===== src/sv/pvp_pkg.sv =====
// ----------------------------------------------------------------------------
// Path velocity profiler package
// Shared constants and types for the path velocity profiler.
// ----------------------------------------------------------------------------
`timescale 1ns / 1ps
`default_nettype none

package pvp_pkg;

   localparam int LOOKAHEAD_DEF = 40;

   localparam logic [14:0] SPEED_LIMIT_RST = 15'd12800;
   localparam logic [14:0] START_SPEED_RST = 15'd0;
   localparam logic [14:0] END_SPEED_RST   = 15'd0;
   localparam logic [15:0] PATH_LENGTH_RST = 16'd1;

   localparam int DSU_REM_W  = 36;
   localparam int DSU_BITS_W = 64;
   localparam int DSU_Q_W    = 32;

   localparam logic [5:0] RAMP_ITERS = 6'd32;
   localparam logic [5:0] COMP_ITERS = 6'd30;
   localparam logic [5:0] ROOT_ITERS = 6'd15;

   typedef enum logic [1:0] {
      CSR_SPEED_LIMIT = 2'd0,
      CSR_START_SPEED = 2'd1,
      CSR_END_SPEED   = 2'd2,
      CSR_PATH_LENGTH = 2'd3
   } csr_index_type;

   typedef enum logic {
      DSU_DIV  = 1'b0,
      DSU_SQRT = 1'b1
   } dsu_op_type;

   typedef struct packed {
      logic       start;
      dsu_op_type op;
      logic [5:0] iters;
   } dsu_cmd_type;

endpackage

`default_nettype wire


===== src/sv/pvp_ring.sv =====
// ----------------------------------------------------------------------------
// Path point ring
// Single-port-write, single-port-read memory holding recent path points.
// ----------------------------------------------------------------------------
`timescale 1ns / 1ps
`default_nettype none

module pvp_ring #(
   parameter int DEPTH = 41,
   parameter int AW    = 6
) (
   input  wire logic          clock,
   input  wire logic          wr_en,
   input  wire logic [AW-1:0] wr_addr,
   input  wire logic [31:0]   wr_data,
   input  wire logic [AW-1:0] rd_addr,
   output logic [31:0]        rd_data
);

   logic [31:0] mem [DEPTH];
   logic [31:0] rd_data_ff;

   always_ff @(posedge clock) begin
      if (wr_en) begin
         mem[wr_addr] <= wr_data;
      end
      rd_data_ff <= mem[rd_addr];
   end

   assign rd_data = rd_data_ff;

endmodule

`default_nettype wire


===== src/sv/pvp_dsu.sv =====
// ----------------------------------------------------------------------------
// Divide and square root unit
// Shared restoring divider and digit-by-digit square root, one bit per cycle.
// ----------------------------------------------------------------------------
`timescale 1ns / 1ps
`default_nettype none

module pvp_dsu (
   input  wire logic                        clock,
   input  wire logic                        reset,
   input  wire pvp_pkg::dsu_cmd_type        cmd,
   input  wire logic [pvp_pkg::DSU_REM_W-1:0]  rem_init,
   input  wire logic [pvp_pkg::DSU_BITS_W-1:0] bits_init,
   input  wire logic [pvp_pkg::DSU_REM_W-1:0]  divisor,
   output logic [pvp_pkg::DSU_Q_W-1:0]      result,
   output logic                             done
);
   import pvp_pkg::*;

   logic                  busy_ff, busy_in;
   logic                  done_ff, done_in;
   dsu_op_type            op_ff, op_in;
   logic [5:0]            cnt_ff, cnt_in;
   logic [DSU_REM_W-1:0]  rem_ff, rem_in;
   logic [DSU_BITS_W-1:0] bits_ff, bits_in;
   logic [DSU_REM_W-1:0]  den_ff, den_in;
   logic [DSU_Q_W-1:0]    q_ff, q_in;
   logic [37:0]           cand;
   logic [37:0]           sub;
   logic [38:0]           diff;

   always_comb begin
      if (op_ff == DSU_SQRT) begin
         cand = {2'b00, rem_ff[33:0], bits_ff[63:62]};
         sub  = {4'b0000, q_ff, 2'b01};
      end else begin
         cand = {1'b0, rem_ff, bits_ff[63]};
         sub  = {2'b00, den_ff};
      end
      diff = {1'b0, cand} - {1'b0, sub};
   end

   always_comb begin
      busy_in = busy_ff;
      done_in = 1'b0;
      op_in   = op_ff;
      cnt_in  = cnt_ff;
      rem_in  = rem_ff;
      bits_in = bits_ff;
      den_in  = den_ff;
      q_in    = q_ff;
      if (busy_ff) begin
         rem_in  = diff[38] ? cand[DSU_REM_W-1:0] : diff[DSU_REM_W-1:0];
         q_in    = {q_ff[DSU_Q_W-2:0], ~diff[38]};
         bits_in = (op_ff == DSU_SQRT) ? {bits_ff[61:0], 2'b00} : {bits_ff[62:0], 1'b0};
         cnt_in  = cnt_ff - 6'd1;
         if (cnt_ff == 6'd1) begin
            busy_in = 1'b0;
            done_in = 1'b1;
         end
      end else if (cmd.start) begin
         busy_in = 1'b1;
         op_in   = cmd.op;
         cnt_in  = cmd.iters;
         rem_in  = rem_init;
         bits_in = bits_init;
         den_in  = divisor;
         q_in    = '0;
      end
   end

   always_ff @(posedge clock) begin
      if (reset) begin
         busy_ff <= 1'b0;
         done_ff <= 1'b0;
      end else begin
         busy_ff <= busy_in;
         done_ff <= done_in;
      end
      op_ff   <= op_in;
      cnt_ff  <= cnt_in;
      rem_ff  <= rem_in;
      bits_ff <= bits_in;
      den_ff  <= den_in;
      q_ff    <= q_in;
   end

   assign result = q_ff;
   assign done   = done_ff;

endmodule

`default_nettype wire


===== src/sv/path_velocity_profiler.sv =====
// ----------------------------------------------------------------------------
// Path velocity profiler
// Emits a ramped, capped velocity along the path for each lagging path point.
// ----------------------------------------------------------------------------
// An item that causes no result leaves the block idle. Each result uses one ramp
// division (32 steps), then per component one division (30 steps) and one
// square root (15 steps) on the shared divide/root unit.
// A final point causes up to LOOKAHEAD+1 results, back to back.
// Reset is synchronous and active high; it restores the register defaults and
// clears the point count; the point ring is not cleared.
`timescale 1ns / 1ps
`default_nettype none

module path_velocity_profiler #(
   parameter int LOOKAHEAD = pvp_pkg::LOOKAHEAD_DEF
) (
   input  wire logic        clock,
   input  wire logic        reset,
   input  wire logic        req_tvalid,
   output logic             req_tready,
   input  wire logic [31:0] req_tdata,   // point_x, point_y
   input  wire logic        req_tlast,   // final_point
   output logic             rsp_tvalid,
   input  wire logic        rsp_tready,
   output logic [47:0]      rsp_tdata,   // vel_x, vel_y, point_index
   output logic             rsp_tlast,   // run_end
   input  wire logic        csr_valid,
   output logic             csr_ready,
   input  wire logic [1:0]  csr_index,
   input  wire logic [15:0] csr_data
);
   import pvp_pkg::*;

   localparam int DEPTH = LOOKAHEAD + 1;
   localparam int AW    = $clog2(DEPTH);

   typedef enum logic [18:0] {
      ST_IDLE   = 19'b0000000000000000001,
      ST_PRD    = 19'b0000000000000000010,
      ST_PAIM   = 19'b0000000000000000100,
      ST_FAIM   = 19'b0000000000000001000,
      ST_TRD    = 19'b0000000000000010000,
      ST_DXY    = 19'b0000000000000100000,
      ST_SQX    = 19'b0000000000001000000,
      ST_SQY    = 19'b0000000000010000000,
      ST_RMUL   = 19'b0000000000100000000,
      ST_RDIV   = 19'b0000000001000000000,
      ST_RWAIT  = 19'b0000000010000000000,
      ST_VSQ    = 19'b0000000100000000000,
      ST_MSQ    = 19'b0000001000000000000,
      ST_PLO    = 19'b0000010000000000000,
      ST_PHI    = 19'b0000100000000000000,
      ST_CSTART = 19'b0001000000000000000,
      ST_CDIV   = 19'b0010000000000000000,
      ST_CSQ    = 19'b0100000000000000000,
      ST_OUT    = 19'b1000000000000000000
   } state_type;

   state_type            state_ff, state_in;
   logic [14:0]          speed_limit_ff, start_speed_ff, end_speed_ff;
   logic [15:0]          path_length_ff;
   logic [15:0]          points_seen_ff, points_seen_in;
   logic [15:0]          emit_index_ff, emit_index_in;
   logic [AW-1:0]        wr_pos_ff, wr_pos_in;
   logic                 rsp_valid_ff, rsp_valid_in;
   logic [47:0]          rsp_data_ff, rsp_data_in;
   logic                 rsp_last_ff, rsp_last_in;

   logic                 fin_ff, fin_in;
   logic                 flush_ff, flush_in;
   logic                 comp_y_ff, comp_y_in;
   logic                 neg_ff, neg_in;
   logic [AW-1:0]        cur_age_ff, cur_age_in;
   logic [AW-1:0]        top_ff, top_in;
   logic signed [15:0]   nx_ff, nx_in, ny_ff, ny_in;
   logic signed [16:0]   ax_ff, ax_in, ay_ff, ay_in;
   logic signed [17:0]   dx_ff, dx_in, dy_ff, dy_in;
   logic [35:0]          acc_ff, acc_in;
   logic [35:0]          s_ff, s_in;
   logic [14:0]          v_ff, v_in;
   logic [29:0]          v2_ff, v2_in;
   logic [33:0]          mag2_ff, mag2_in;
   logic [46:0]          lo_ff, lo_in;
   logic signed [15:0]   vx_ff, vx_in, vy_ff, vy_in;

   logic signed [32:0]   mul_a;
   logic signed [17:0]   mul_b;
   logic signed [50:0]   prod_ff;

   logic                 req_fire;
   logic [AW-1:0]        rd_age;
   logic [AW:0]          slot_sum;
   logic [AW-1:0]        rd_addr;
   logic [31:0]          rd_data;
   logic signed [18:0]   dx_full, dy_full;
   logic signed [17:0]   dcur;
   logic [16:0]          mag;
   logic signed [15:0]   speed_diff;
   logic [31:0]          abs_num;
   logic signed [33:0]   ramp_sum;
   logic [63:0]          m_full;
   logic signed [15:0]   comp_val;
   logic                 out_last;

   dsu_cmd_type          dsu_cmd;
   logic [DSU_REM_W-1:0] dsu_rem;
   logic [DSU_BITS_W-1:0] dsu_bits;
   logic [DSU_REM_W-1:0] dsu_den;
   logic [DSU_Q_W-1:0]   dsu_result;
   logic                 dsu_done;

   assign req_fire   = req_tvalid && req_tready;
   assign req_tready = (state_ff == ST_IDLE);
   assign csr_ready  = 1'b1;

   // Ring slot of a point of a given age, age zero being the newest.
   assign rd_age   = (state_ff == ST_PRD) ? AW'(1) : cur_age_ff;
   assign slot_sum = {1'b0, wr_pos_ff} + (AW + 1)'(DEPTH - 1) - {1'b0, rd_age};
   assign rd_addr  = (slot_sum >= (AW + 1)'(DEPTH)) ?
                     AW'(slot_sum - (AW + 1)'(DEPTH)) : slot_sum[AW-1:0];

   pvp_ring #(.DEPTH(DEPTH), .AW(AW)) u_ring (
      .clock   (clock),
      .wr_en   (req_fire),
      .wr_addr (wr_pos_ff),
      .wr_data (req_tdata),
      .rd_addr (rd_addr),
      .rd_data (rd_data)
   );

   pvp_dsu u_dsu (
      .clock     (clock),
      .reset     (reset),
      .cmd       (dsu_cmd),
      .rem_init  (dsu_rem),
      .bits_init (dsu_bits),
      .divisor   (dsu_den),
      .result    (dsu_result),
      .done      (dsu_done)
   );

   assign dx_full  = {{2{ax_ff[16]}}, ax_ff} - {{2{rd_data[15]}}, rd_data[15:0], 1'b0};
   assign dy_full  = {{2{ay_ff[16]}}, ay_ff} - {{2{rd_data[31]}}, rd_data[31:16], 1'b0};
   assign dcur     = comp_y_ff ? dy_ff : dx_ff;
   assign mag      = dcur[17] ? 17'(-dcur) : dcur[16:0];
   assign speed_diff = $signed({1'b0, end_speed_ff}) - $signed({1'b0, start_speed_ff});
   assign abs_num  = prod_ff[31] ? -prod_ff[31:0] : prod_ff[31:0];
   assign ramp_sum = $signed({19'd0, start_speed_ff}) +
                     (neg_ff ? -$signed({2'b00, dsu_result}) : $signed({2'b00, dsu_result}));
   assign m_full   = {17'd0, lo_ff} + {prod_ff[46:0], 17'd0};
   assign comp_val = dcur[17] ? -$signed({1'b0, dsu_result[14:0]}) :
                     $signed({1'b0, dsu_result[14:0]});
   assign out_last = flush_ff ? (cur_age_ff == '0) : !fin_ff;

   always_comb begin
      mul_a = '0;
      mul_b = '0;
      unique case (state_ff)
         ST_SQX: begin
            mul_a = {{15{dx_ff[17]}}, dx_ff};
            mul_b = dx_ff;
         end
         ST_SQY: begin
            mul_a = {{15{dy_ff[17]}}, dy_ff};
            mul_b = dy_ff;
         end
         ST_RMUL: begin
            mul_a = {{17{speed_diff[15]}}, speed_diff};
            mul_b = {2'b00, emit_index_ff};
         end
         ST_VSQ: begin
            mul_a = {18'd0, v_ff};
            mul_b = {3'd0, v_ff};
         end
         ST_MSQ: begin
            mul_a = {16'd0, mag};
            mul_b = {1'b0, mag};
         end
         ST_PLO: begin
            mul_a = {3'd0, v2_ff};
            mul_b = {1'b0, prod_ff[16:0]};
         end
         ST_PHI: begin
            mul_a = {3'd0, v2_ff};
            mul_b = {1'b0, mag2_ff[33:17]};
         end
         default: begin
            mul_a = '0;
            mul_b = '0;
         end
      endcase
   end

   always_comb begin
      dsu_cmd  = '{start: 1'b0, op: DSU_DIV, iters: RAMP_ITERS};
      dsu_rem  = '0;
      dsu_bits = {abs_num, 32'd0};
      dsu_den  = (path_length_ff == '0) ? 36'd1 : {20'd0, path_length_ff};
      unique case (state_ff)
         ST_RDIV: begin
            dsu_cmd.start = 1'b1;
         end
         ST_CSTART: begin
            dsu_cmd  = '{start: 1'b1, op: DSU_DIV, iters: COMP_ITERS};
            dsu_rem  = {2'b00, m_full[63:30]};
            dsu_bits = {m_full[29:0], 34'd0};
            dsu_den  = s_ff;
         end
         ST_CDIV: begin
            dsu_cmd  = '{start: dsu_done, op: DSU_SQRT, iters: ROOT_ITERS};
            dsu_bits = {dsu_result[29:0], 34'd0};
         end
         default: begin
            dsu_cmd.start = 1'b0;
         end
      endcase
   end

   always_comb begin
      state_in       = state_ff;
      points_seen_in = points_seen_ff;
      emit_index_in  = emit_index_ff;
      wr_pos_in      = wr_pos_ff;
      rsp_valid_in   = rsp_valid_ff && !rsp_tready;
      rsp_data_in    = rsp_data_ff;
      rsp_last_in    = rsp_last_ff;
      fin_in         = fin_ff;
      flush_in       = flush_ff;
      comp_y_in      = comp_y_ff;
      neg_in         = neg_ff;
      cur_age_in     = cur_age_ff;
      top_in         = top_ff;
      nx_in          = nx_ff;
      ny_in          = ny_ff;
      ax_in          = ax_ff;
      ay_in          = ay_ff;
      dx_in          = dx_ff;
      dy_in          = dy_ff;
      acc_in         = acc_ff;
      s_in           = s_ff;
      v_in           = v_ff;
      v2_in          = v2_ff;
      mag2_in        = mag2_ff;
      lo_in          = lo_ff;
      vx_in          = vx_ff;
      vy_in          = vy_ff;
      unique case (state_ff)
         ST_IDLE: begin
            if (req_fire) begin
               nx_in          = req_tdata[15:0];
               ny_in          = req_tdata[31:16];
               fin_in         = req_tlast;
               flush_in       = 1'b0;
               wr_pos_in      = (wr_pos_ff == AW'(DEPTH - 1)) ? '0 : wr_pos_ff + AW'(1);
               points_seen_in = req_tlast ? '0 :
                                (points_seen_ff == 16'hFFFF) ? points_seen_ff :
                                points_seen_ff + 16'd1;
               top_in         = (points_seen_ff < 16'(LOOKAHEAD - 1)) ?
                                points_seen_ff[AW-1:0] : AW'(LOOKAHEAD - 1);
               if (points_seen_ff >= 16'(LOOKAHEAD)) begin
                  state_in = ST_PRD;
               end else if (req_tlast) begin
                  state_in = ST_FAIM;
               end
            end
         end
         ST_PRD: begin
            state_in = ST_PAIM;
         end
         ST_PAIM: begin
            ax_in      = 17'(nx_ff) + 17'($signed(rd_data[15:0]));
            ay_in      = 17'(ny_ff) + 17'($signed(rd_data[31:16]));
            cur_age_in = AW'(LOOKAHEAD);
            state_in   = ST_TRD;
         end
         ST_FAIM: begin
            ax_in      = {nx_ff, 1'b0};
            ay_in      = {ny_ff, 1'b0};
            cur_age_in = top_ff;
            flush_in   = 1'b1;
            state_in   = ST_TRD;
         end
         ST_TRD: begin
            state_in = ST_DXY;
         end
         ST_DXY: begin
            dx_in    = dx_full[17:0];
            dy_in    = dy_full[17:0];
            state_in = ST_SQX;
         end
         ST_SQX: begin
            state_in = ST_SQY;
         end
         ST_SQY: begin
            acc_in   = prod_ff[35:0];
            state_in = ST_RMUL;
         end
         ST_RMUL: begin
            s_in     = acc_ff + prod_ff[35:0];
            state_in = ST_RDIV;
         end
         ST_RDIV: begin
            neg_in   = prod_ff[31];
            state_in = ST_RWAIT;
         end
         ST_RWAIT: begin
            if (dsu_done) begin
               if (ramp_sum[33]) begin
                  v_in = '0;
               end else if (ramp_sum > $signed({19'd0, speed_limit_ff})) begin
                  v_in = speed_limit_ff;
               end else begin
                  v_in = ramp_sum[14:0];
               end
               comp_y_in = 1'b0;
               if (s_ff == '0) begin
                  vx_in    = $signed({1'b0, v_in});
                  vy_in    = '0;
                  state_in = ST_OUT;
               end else begin
                  state_in = ST_VSQ;
               end
            end
         end
         ST_VSQ: begin
            state_in = ST_MSQ;
         end
         ST_MSQ: begin
            v2_in    = prod_ff[29:0];
            state_in = ST_PLO;
         end
         ST_PLO: begin
            mag2_in  = prod_ff[33:0];
            state_in = ST_PHI;
         end
         ST_PHI: begin
            lo_in    = prod_ff[46:0];
            state_in = ST_CSTART;
         end
         ST_CSTART: begin
            state_in = ST_CDIV;
         end
         ST_CDIV: begin
            if (dsu_done) begin
               state_in = ST_CSQ;
            end
         end
         ST_CSQ: begin
            if (dsu_done) begin
               if (comp_y_ff) begin
                  vy_in    = comp_val;
                  state_in = ST_OUT;
               end else begin
                  vx_in     = comp_val;
                  comp_y_in = 1'b1;
                  state_in  = ST_VSQ;
               end
            end
         end
         ST_OUT: begin
            if (!rsp_valid_ff || rsp_tready) begin
               rsp_valid_in  = 1'b1;
               rsp_data_in   = {emit_index_ff, vy_ff, vx_ff};
               rsp_last_in   = out_last;
               emit_index_in = (emit_index_ff == 16'hFFFF) ? emit_index_ff :
                               emit_index_ff + 16'd1;
               if (out_last) begin
                  state_in = ST_IDLE;
                  if (fin_ff) begin
                     emit_index_in = '0;
                  end
               end else if (!flush_ff) begin
                  state_in = ST_FAIM;
               end else begin
                  cur_age_in = cur_age_ff - AW'(1);
                  state_in   = ST_TRD;
               end
            end
         end
         default: begin
            state_in = ST_IDLE;
         end
      endcase
   end

   always_ff @(posedge clock) begin
      if (reset) begin
         state_ff       <= ST_IDLE;
         points_seen_ff <= '0;
         emit_index_ff  <= '0;
         wr_pos_ff      <= '0;
         rsp_valid_ff   <= 1'b0;
         speed_limit_ff <= SPEED_LIMIT_RST;
         start_speed_ff <= START_SPEED_RST;
         end_speed_ff   <= END_SPEED_RST;
         path_length_ff <= PATH_LENGTH_RST;
      end else begin
         state_ff       <= state_in;
         points_seen_ff <= points_seen_in;
         emit_index_ff  <= emit_index_in;
         wr_pos_ff      <= wr_pos_in;
         rsp_valid_ff   <= rsp_valid_in;
         if (csr_valid && csr_ready) begin
            unique case (csr_index_type'(csr_index))
               CSR_SPEED_LIMIT: speed_limit_ff <= csr_data[14:0];
               CSR_START_SPEED: start_speed_ff <= csr_data[14:0];
               CSR_END_SPEED:   end_speed_ff   <= csr_data[14:0];
               CSR_PATH_LENGTH: path_length_ff <= csr_data;
            endcase
         end
      end
      prod_ff     <= mul_a * mul_b;
      rsp_data_ff <= rsp_data_in;
      rsp_last_ff <= rsp_last_in;
      fin_ff      <= fin_in;
      flush_ff    <= flush_in;
      comp_y_ff   <= comp_y_in;
      neg_ff      <= neg_in;
      cur_age_ff  <= cur_age_in;
      top_ff      <= top_in;
      nx_ff       <= nx_in;
      ny_ff       <= ny_in;
      ax_ff       <= ax_in;
      ay_ff       <= ay_in;
      dx_ff       <= dx_in;
      dy_ff       <= dy_in;
      acc_ff      <= acc_in;
      s_ff        <= s_in;
      v_ff        <= v_in;
      v2_ff       <= v2_in;
      mag2_ff     <= mag2_in;
      lo_ff       <= lo_in;
      vx_ff       <= vx_in;
      vy_ff       <= vy_in;
   end

   assign rsp_tvalid = rsp_valid_ff;
   assign rsp_tdata  = rsp_data_ff;
   assign rsp_tlast  = rsp_last_ff;

   a_done_when_waiting: assert property (@(posedge clock) disable iff (reset)
      dsu_done |-> (state_ff == ST_RWAIT || state_ff == ST_CDIV || state_ff == ST_CSQ))
      else $error("divide/root unit finished outside a wait state");

   a_quiet_point: assert property (@(posedge clock) disable iff (reset)
      (req_fire && !req_tlast && points_seen_ff < 16'(LOOKAHEAD)) |=> state_ff == ST_IDLE)
      else $error("point without results did not return to idle");

   a_age_range: assert property (@(posedge clock) disable iff (reset)
      (state_ff == ST_TRD) |-> (cur_age_ff <= AW'(LOOKAHEAD)))
      else $error("ring age beyond lookahead");

   a_flush_restart: assert property (@(posedge clock) disable iff (reset)
      (state_ff == ST_OUT && fin_ff && out_last && (!rsp_valid_ff || rsp_tready))
      |=> emit_index_ff == '0)
      else $error("point index not cleared at path end");

endmodule

`default_nettype wire

===== config.mk =====
export PLATFORM = sky130hd
export DESIGN_NAME = path_velocity_profiler
export DESIGN_NICKNAME = d
export VERILOG_FILES = /design/src/sv/pvp_pkg.sv /design/src/sv/pvp_ring.sv /design/src/sv/pvp_dsu.sv /design/src/sv/path_velocity_profiler.sv
export SDC_FILE = /design/constraint.sdc
export NUM_CORES = 2
export LEC_CHECK = 0
export ABC_AREA = 1
export BUFFER_PORTS_ARGS = -buffer_cell sky130_fd_sc_hd__buf_2
export CORE_MARGIN = 2
export CORE_UTILIZATION = 45
export CTS_CLUSTER_SIZE = 14
export DETAILED_ROUTE_END_ITERATION = 8
export PLACE_DENSITY = 0.59
export SYNTH_ARGS = -nofsm -noshare
export SYNTH_HDL_FRONTEND = slang
export SYNTH_HIERARCHICAL = 1
export SYNTH_SLANG_ARGS = --single-unit

===== constraint.sdc =====
create_clock -name clock -period 9.24 [get_ports clock]
set_input_delay 2.31 -clock clock [delete_from_list [all_inputs] [get_ports clock]]
set_output_delay 2.31 -clock clock [all_outputs]
set_load 0.005 [all_outputs]

Word level (Yosys, flattened, before mapping)
Memory sizes are Yosys's and may differ from the RTL's. A register that Yosys moved wholly into a read port is not among the register bits.
Cells that the tools add are included.
Operators by class
  $lt $le $gt $ge: 4
  bitwise logic cells: 2
  equality and inequality tests: 38
  reductions and logical operators: 34
  $mul: 1
  add/subtract/negate cells: 21
  mux-type cells: 77
Operator list (number)
  19-bit case mux with 18 select lines: 1
  16-bit 2-to-1 mux: 15
  33-bit case mux with 6 select lines: 1
  64-bit 2-to-1 mux: 3
  36-bit 2-to-1 mux: 5
  19-bit 2-to-1 mux: 9
  64-bit case mux with 2 select lines: 1
  18-bit case mux with 7 select lines: 1
  32-bit 2-to-1 mux: 3
  34-bit 2-to-1 mux: 2
  17-bit case mux with 2 select lines: 2
  47-bit by 64-bit adder with 64-bit output: 1
  16-bit case mux with 2 select lines: 2
  6-bit 2-to-1 mux: 8
  33-bit by 18-bit multiplier with 47-bit output: 1
  38-bit by 36-bit subtractor with 39-bit output: 1
  37-bit 2-to-1 mux: 1
  36-bit adder: 1
  36-bit logical NOT: 1
  17-bit by 17-bit subtractor with 18-bit output: 2
  16-bit by 16-bit adder with 17-bit output: 2
  16-bit by 34-bit adder with 34-bit output: 1
  34-bit by 16-bit greater-than comparator with 1-bit output: 1
  32-bit negator with 34-bit output: 1
  63 further kinds: 111
Word-level totals
  bits in registers: 740
  RAM bits: 1312
  logic and storage cells: 218
  bits of input ports: 56
  output and inout port bits: 52
  memories kept: 1
Memories
  u_ring.mem: depth 41, width 32, read ports 1, clocked after Yosys merged registers in 1, wr ports 1, line pvp_ring.sv:20  | logic [31:0] mem [DEPTH];

Longest topological paths before layout
  depth after elaboration: 9
  mapped depth: 47
  gate-level depth less buffers: 46

Cells and area by module
Netlist, hierarchy kept.
Modules (own cells, without submodules)
  pvp_ring: sequential area each 40038.4 µm², times used 1, cells an instance 4443, area an instance 53413.7 µm²
  path_velocity_profiler: sequential area each 14734.1 µm², times used 1, cells an instance 6228, area an instance 51363.0 µm²
  pvp_dsu: sequential area each 5295.1 µm², times used 1, cells an instance 1459, area an instance 11417.2 µm²

Worst setup path before layout
Ideal clock, no wire load.
  path kind: register -> register
  from: register state_ff[2]
  to: register prod_ff[45]
  slack: 572 ps
  stages on the path, launching flop included: 38
  clock period less this slack: 8668 ps
  data arrival time: 8549 ps
  library setup time: 119 ps
  cells stage by stage: dfxtp_1 > or2_1 > nor2_1 > inv_2 > nor2_2 > nand3_1 > inv_2 > clkbuf_1 > a221oi_1 > nand3b_1 > clkbuf_1 > nand2_1 > fa_1 > inv_1 > fa_1 > inv_1 > fa_1 > fa_1 > (+2 left out) > inv_1 > fa_1 > inv_1 > ha_1 > a21oi_1 > o21ai_0 > a21o_1 > nand3_1 > o211ai_1 > a21oi_1 > o21ai_0 > nand2_1 > nand2_1 > nand2_1 > nand2_1 > nand3_1 > nand2_1 > xor2_1
On the way
  cells in the longest elaborated chain, start to end: 4
  elaborated cells between the ends (all ways): 11
Ends and longest elaborated chain
  start: declaration: line path_velocity_profiler.sv:59  | state_type state_ff, state_in;
  start signal: assignment: line path_velocity_profiler.sv:398  | state_ff <= state_in;
  19-bit by 15-bit equality test with 1-bit output or 19-bit by 14-bit equality test with 1-bit output (tied branches): line path_velocity_profiler.sv:158  | unique case (state_ff)
  2-bit OR reduction (no line)
  33-bit case mux with 6 select lines: line path_velocity_profiler.sv:158
  33-bit by 18-bit multiplier with 47-bit output *: line path_velocity_profiler.sv:412  | prod_ff <= mul_a * mul_b;
  end signal: assignment: line path_velocity_profiler.sv:412
  end: declaration: line path_velocity_profiler.sv:88  | logic signed [50:0] prod_ff;
Every way passes the cells marked *; elsewhere a longest branch is shown, timed or not.
A chain may end at the register's enable or synchronous reset.

Worst setup path in the final report
  from: register state_ff[16]
  to: register prod_ff[26]
The elaborated chain is that of the path after synthesis.

==> reports/qor.txt <==
Status: finished clean
Global route total overflow: 0
Layout cell share with drive strength beyond 1: 7.17%
HPWL Detailed: 246,000 um
Synth warn: 6
Synth area leader: edfxtp_1
Fill cell count: 23,525
Tightest Hold Check Type: flip-flop to flip-flop
Placed Instance Area: 0.121 sq mm
Initial core utilization: 45.2%
Max Clock Skew: 120 ps
Worst setup SP type: flip-flop
XOR/XNOR share of the synthesized area: 1.70%
FP Rows: 186
Layout Cells excl Fill: 15,823
Int Pwr: 17.0 mW
Total Wirelength: 361,000 um
Buffers and inverters on the worst path: 9
Core area: 0.257 sq mm
Die area: 0.262 sq mm
Vias: 86,055
H-tree depth: 4
Root Buffer: clkbuf_16
Unique masters post-synth: 73
Initial antenna violation count: 17
Fraction of registers with async set/reset: 0%
Clock Tree Buf Depth: 3
Fin area: 0.129 sq mm
CP Capture Type: flip-flop
Mapped Avg Cell Area: 9.58 sq um
Vias per cell: 5.44
First-pass GRT wire length: 537,000 um
Final hold slack: 419 ps
Synth Area in Adders: 13.0%
Slowest cell on crit path: fa_1
Endpoints failing setup: 0
Largest net degree at the start of global routing: 183
VDD IR max: 0.000337 V
GRT busiest layer: met2
RePlAce Congestion: 0.917
Share of the synthesized area in the top cell type: 48.3%
Worst-Margin Slew: 1190 ps
Reg power frac: 42.6%
Simple-gate share of the synthesized area: 20.2%
Synth Area in Compound Gates: 5.83%
Final min period: 8740 ps
Power density cells: 193 mW/mm^2
Layout area overhead: 10.8%
Clk slew on worst S/H paths: 70 ps
Sw Pwr: 7.81 mW
Gr usage total: 27.1%
Net Sw Frac: 31.5%
CP required: 10,020 ps
Max_slew headroom: 20.8%
Initial drt markers: 8,233
Max Cap Viol: 0
Delay of the slowest cell on the worst path: 590 ps
Synth top area cells: edfxtp_1 (48%), nand2_1 (11%), fa_1 (9.2%), nand3_1 (5.6%), inv_1 (5.1%)
Total Power: 24.8 mW
Fin crit share: 94.5%
PortBufs: 106
CP Data Arrival Time: 9520 ps
GR Util met2: 45.5%
DRC Markers: 0
Pleak: 54.0 nW
DRT Pass-1 Iters: 6
Clock Power Share: 35.4%
Post-layout util: 50.1%
# IOs: 108
Crit-path max FO: 12
Combinational fraction of design power: 22.0%
Latest clock arrival within the worst-skew pair: 950 ps
Vias in the first global route: 84,016
CTS tree: built
Largest family of logic cells by synthesized area: simple AND/OR/NAND/NOR gates
Die Width: 512 um
Post-synthesis mux area share: 0.405%
Nets: 13,185
Grt met3 use: 3.73%
CTS Buf Count: 218
Crit Path Class: flip-flop to flip-flop
Slew Viols, Final: 0
Post-synthesis instance total: 12,130
F_max: 114 MHz
Cells after DPL: 15,403
Die span in y: 512 um
Clock Sinks: 2,067
Final antenna-violating net count: 0
Mapped cell area: 0.116 sq mm
Sequential element share of the synthesized area: 51.7%
Largest delay share family, worst path: adder cells
Flops & latches, synth: 2,067
Predominant post-synthesis flop cell: edfxtp_1
WL/cell: 22.8 um
Number of synthesized flops with an enable pin: 1,867
GR Util met1: 35.8%
Fin. Hold Viols: 0
## worst reg2reg max path: cells and delay by family, from the launching register on
kind                     cells  cell delay [ps]
XOR/XNOR                     1              180
adder cells (fa/ha/maj)      7             3160
AO/OA/AOI/OAI                9             2100
AND/OR/NAND/NOR              8             1460
buffers and inverters        9             1350
flip-flops                   1              340
## power groups by stage
stage	Sequential [mW]	Combinational, mW	Clock, mW
6_report	10.6	5.46	8.78
5_1_grt	10.6	6.06	9.30
4_1_cts	10.6	5.45	8.94
3_5_place_dp	10.8	5.42	0
3_3_place_gp	10.8	5.34	0
2_1_floorplan	10.7	3.73	0
## worst paths after layout
check             depth (start not counted)                 startpoint                       to  slack [ps]
setup / recovery                         34  state_ff[16]$_SDFFE_PP0P_      prod_ff[26]$_DFF_P_         500
hold / removal                            0     vy_ff[0]$_SDFFCE_PN0P_  rsp_tdata[16]$_DFFE_PP_         420
setup reg to reg                         34  state_ff[16]$_SDFFE_PP0P_      prod_ff[26]$_DFF_P_         500
hold reg to reg                           0     vy_ff[0]$_SDFFCE_PN0P_  rsp_tdata[16]$_DFFE_PP_         420
## what timing repair did
action                                  CTS  global route
setup buffers                             0             6
resized for setup                         0            21
hold buffers                              0             0
endpoints found under the hold margin     0             0
endpoints found under the setup margin    0            21
## flip-flops by register name, summed over array words and instances (netlist names), 17 cells and up
| signal | cells |
|---|---|
| state_ff | 19 |
| dx_ff | 18 |
| u_ring/rd_data | 32 |
| s_ff | 36 |
| ay_ff | 17 |
| u_ring/mem | 1312 |
| ax_ff | 17 |
| u_dsu/bits_ff | 64 |
| u_dsu/rem_ff | 36 |
| u_dsu/result | 32 |
| mag2_ff | 17 |
| dy_ff | 18 |
| acc_ff | 36 |
| lo_ff | 47 |
| prod_ff | 47 |
| v2_ff | 30 |
| rsp_tdata | 48 |
| u_dsu/den_ff | 36 |
## logic make-up (layout without fill, tap and decap cells)
group / Yosys count / after routing
other: 2 / 55
XOR/XNOR: 225 / 225
flip-flops: 2067 / 2067
AND/OR/NAND/NOR: 5562 / 5562
buffers and inverters: 2122 / 2378
AO/OA/AOI/OAI: 1221 / 1221
multiplexers: 47 / 47
adder cells (fa/ha/maj): 884 / 884
## cells in the mapped netlist, types with 4 or more instances
library cell	count
o211ai_1	32
a21oi_1	447
a31oi_1	21
nand3_2	8
a211oi_1	13
mux2i_1	47
ha_1	351
a21boi_0	16
a221oi_1	11
o221ai_1	32
clkbuf_1	194
and3_1	19
o31ai_1	11
o21bai_1	15
buf_1	70
dfxtp_1	200
nor2_1	584
edfxtp_1	1867
nor3_1	64
or2_2	27
o2111ai_1	10
nor4_1	28
inv_2	26
nor2_4	11
a21o_1	12
nand3_1	1293
o21a_1	15
nand4_1	82
nand2_1	3353
o21ai_1	29
nand3b_1	10
xor2_1	132
buf_2	201
o21ai_0	519
nor3b_1	4
o22ai_1	13
xnor2_1	93
nand2_4	7
inv_1	1584
and2_1	6
fa_1	533
nand2_2	31
buf_4	40
nor2_2	20
## layout make-up
type,count,area [sq um],area share (%)
diodes,8,20.0,0.0155
clock buffers,273,5760,4.47
clock inverters,133,1450,1.12
inverters,1613,6090,4.73
multi-input cells,7986,48400,37.6
flip-flops and latches,2067,60100,46.6
well taps,3384,4230,3.29
repair buffers,359,2760,2.14
## cells in the final DEF (no fill, tap or decap), drive strengths merged, types with 82 or more instances in the layout
cell type / netlist / layout
edfxtp: 1867 / 1867
buf: 315 / 359
nand4: 82 / 82
nand3: 1302 / 1302
clkinv: 3 / 106
nand2: 3391 / 3391
a21oi: 447 / 447
fa: 533 / 533
o21ai: 551 / 551
clkbuf: 194 / 273
xnor2: 93 / 93
inv: 1610 / 1614
dfxtp: 200 / 200
nor2: 616 / 616
ha: 351 / 351
xor2: 132 / 132
## through the flow
| stage | setup slack, ps | setup TNS (ps) |
|---|---|---|
| 2_1_floorplan | 572 | 0 |
| 3_3_place_gp | 84.0 | 0 |
| 3_5_place_dp | 176 | 0 |
| 4_1_cts | 78.1 | 0 |
| 5_1_grt | -8.68 | -8.68 |
| 6_report | 505 | 0 |
## metal layers
layer | share of wire, % | wire length (um) | vias up
met5 | 0.013 | 48 | -
met4 | 3.9 | 14000 | 8
met3 | 6.0 | 21600 | 595
met2 | 48 | 175000 | 2876
met1 | 42 | 150000 | 42306
li1 | - | - | 40270
Power figures use the tool's default switching activity.
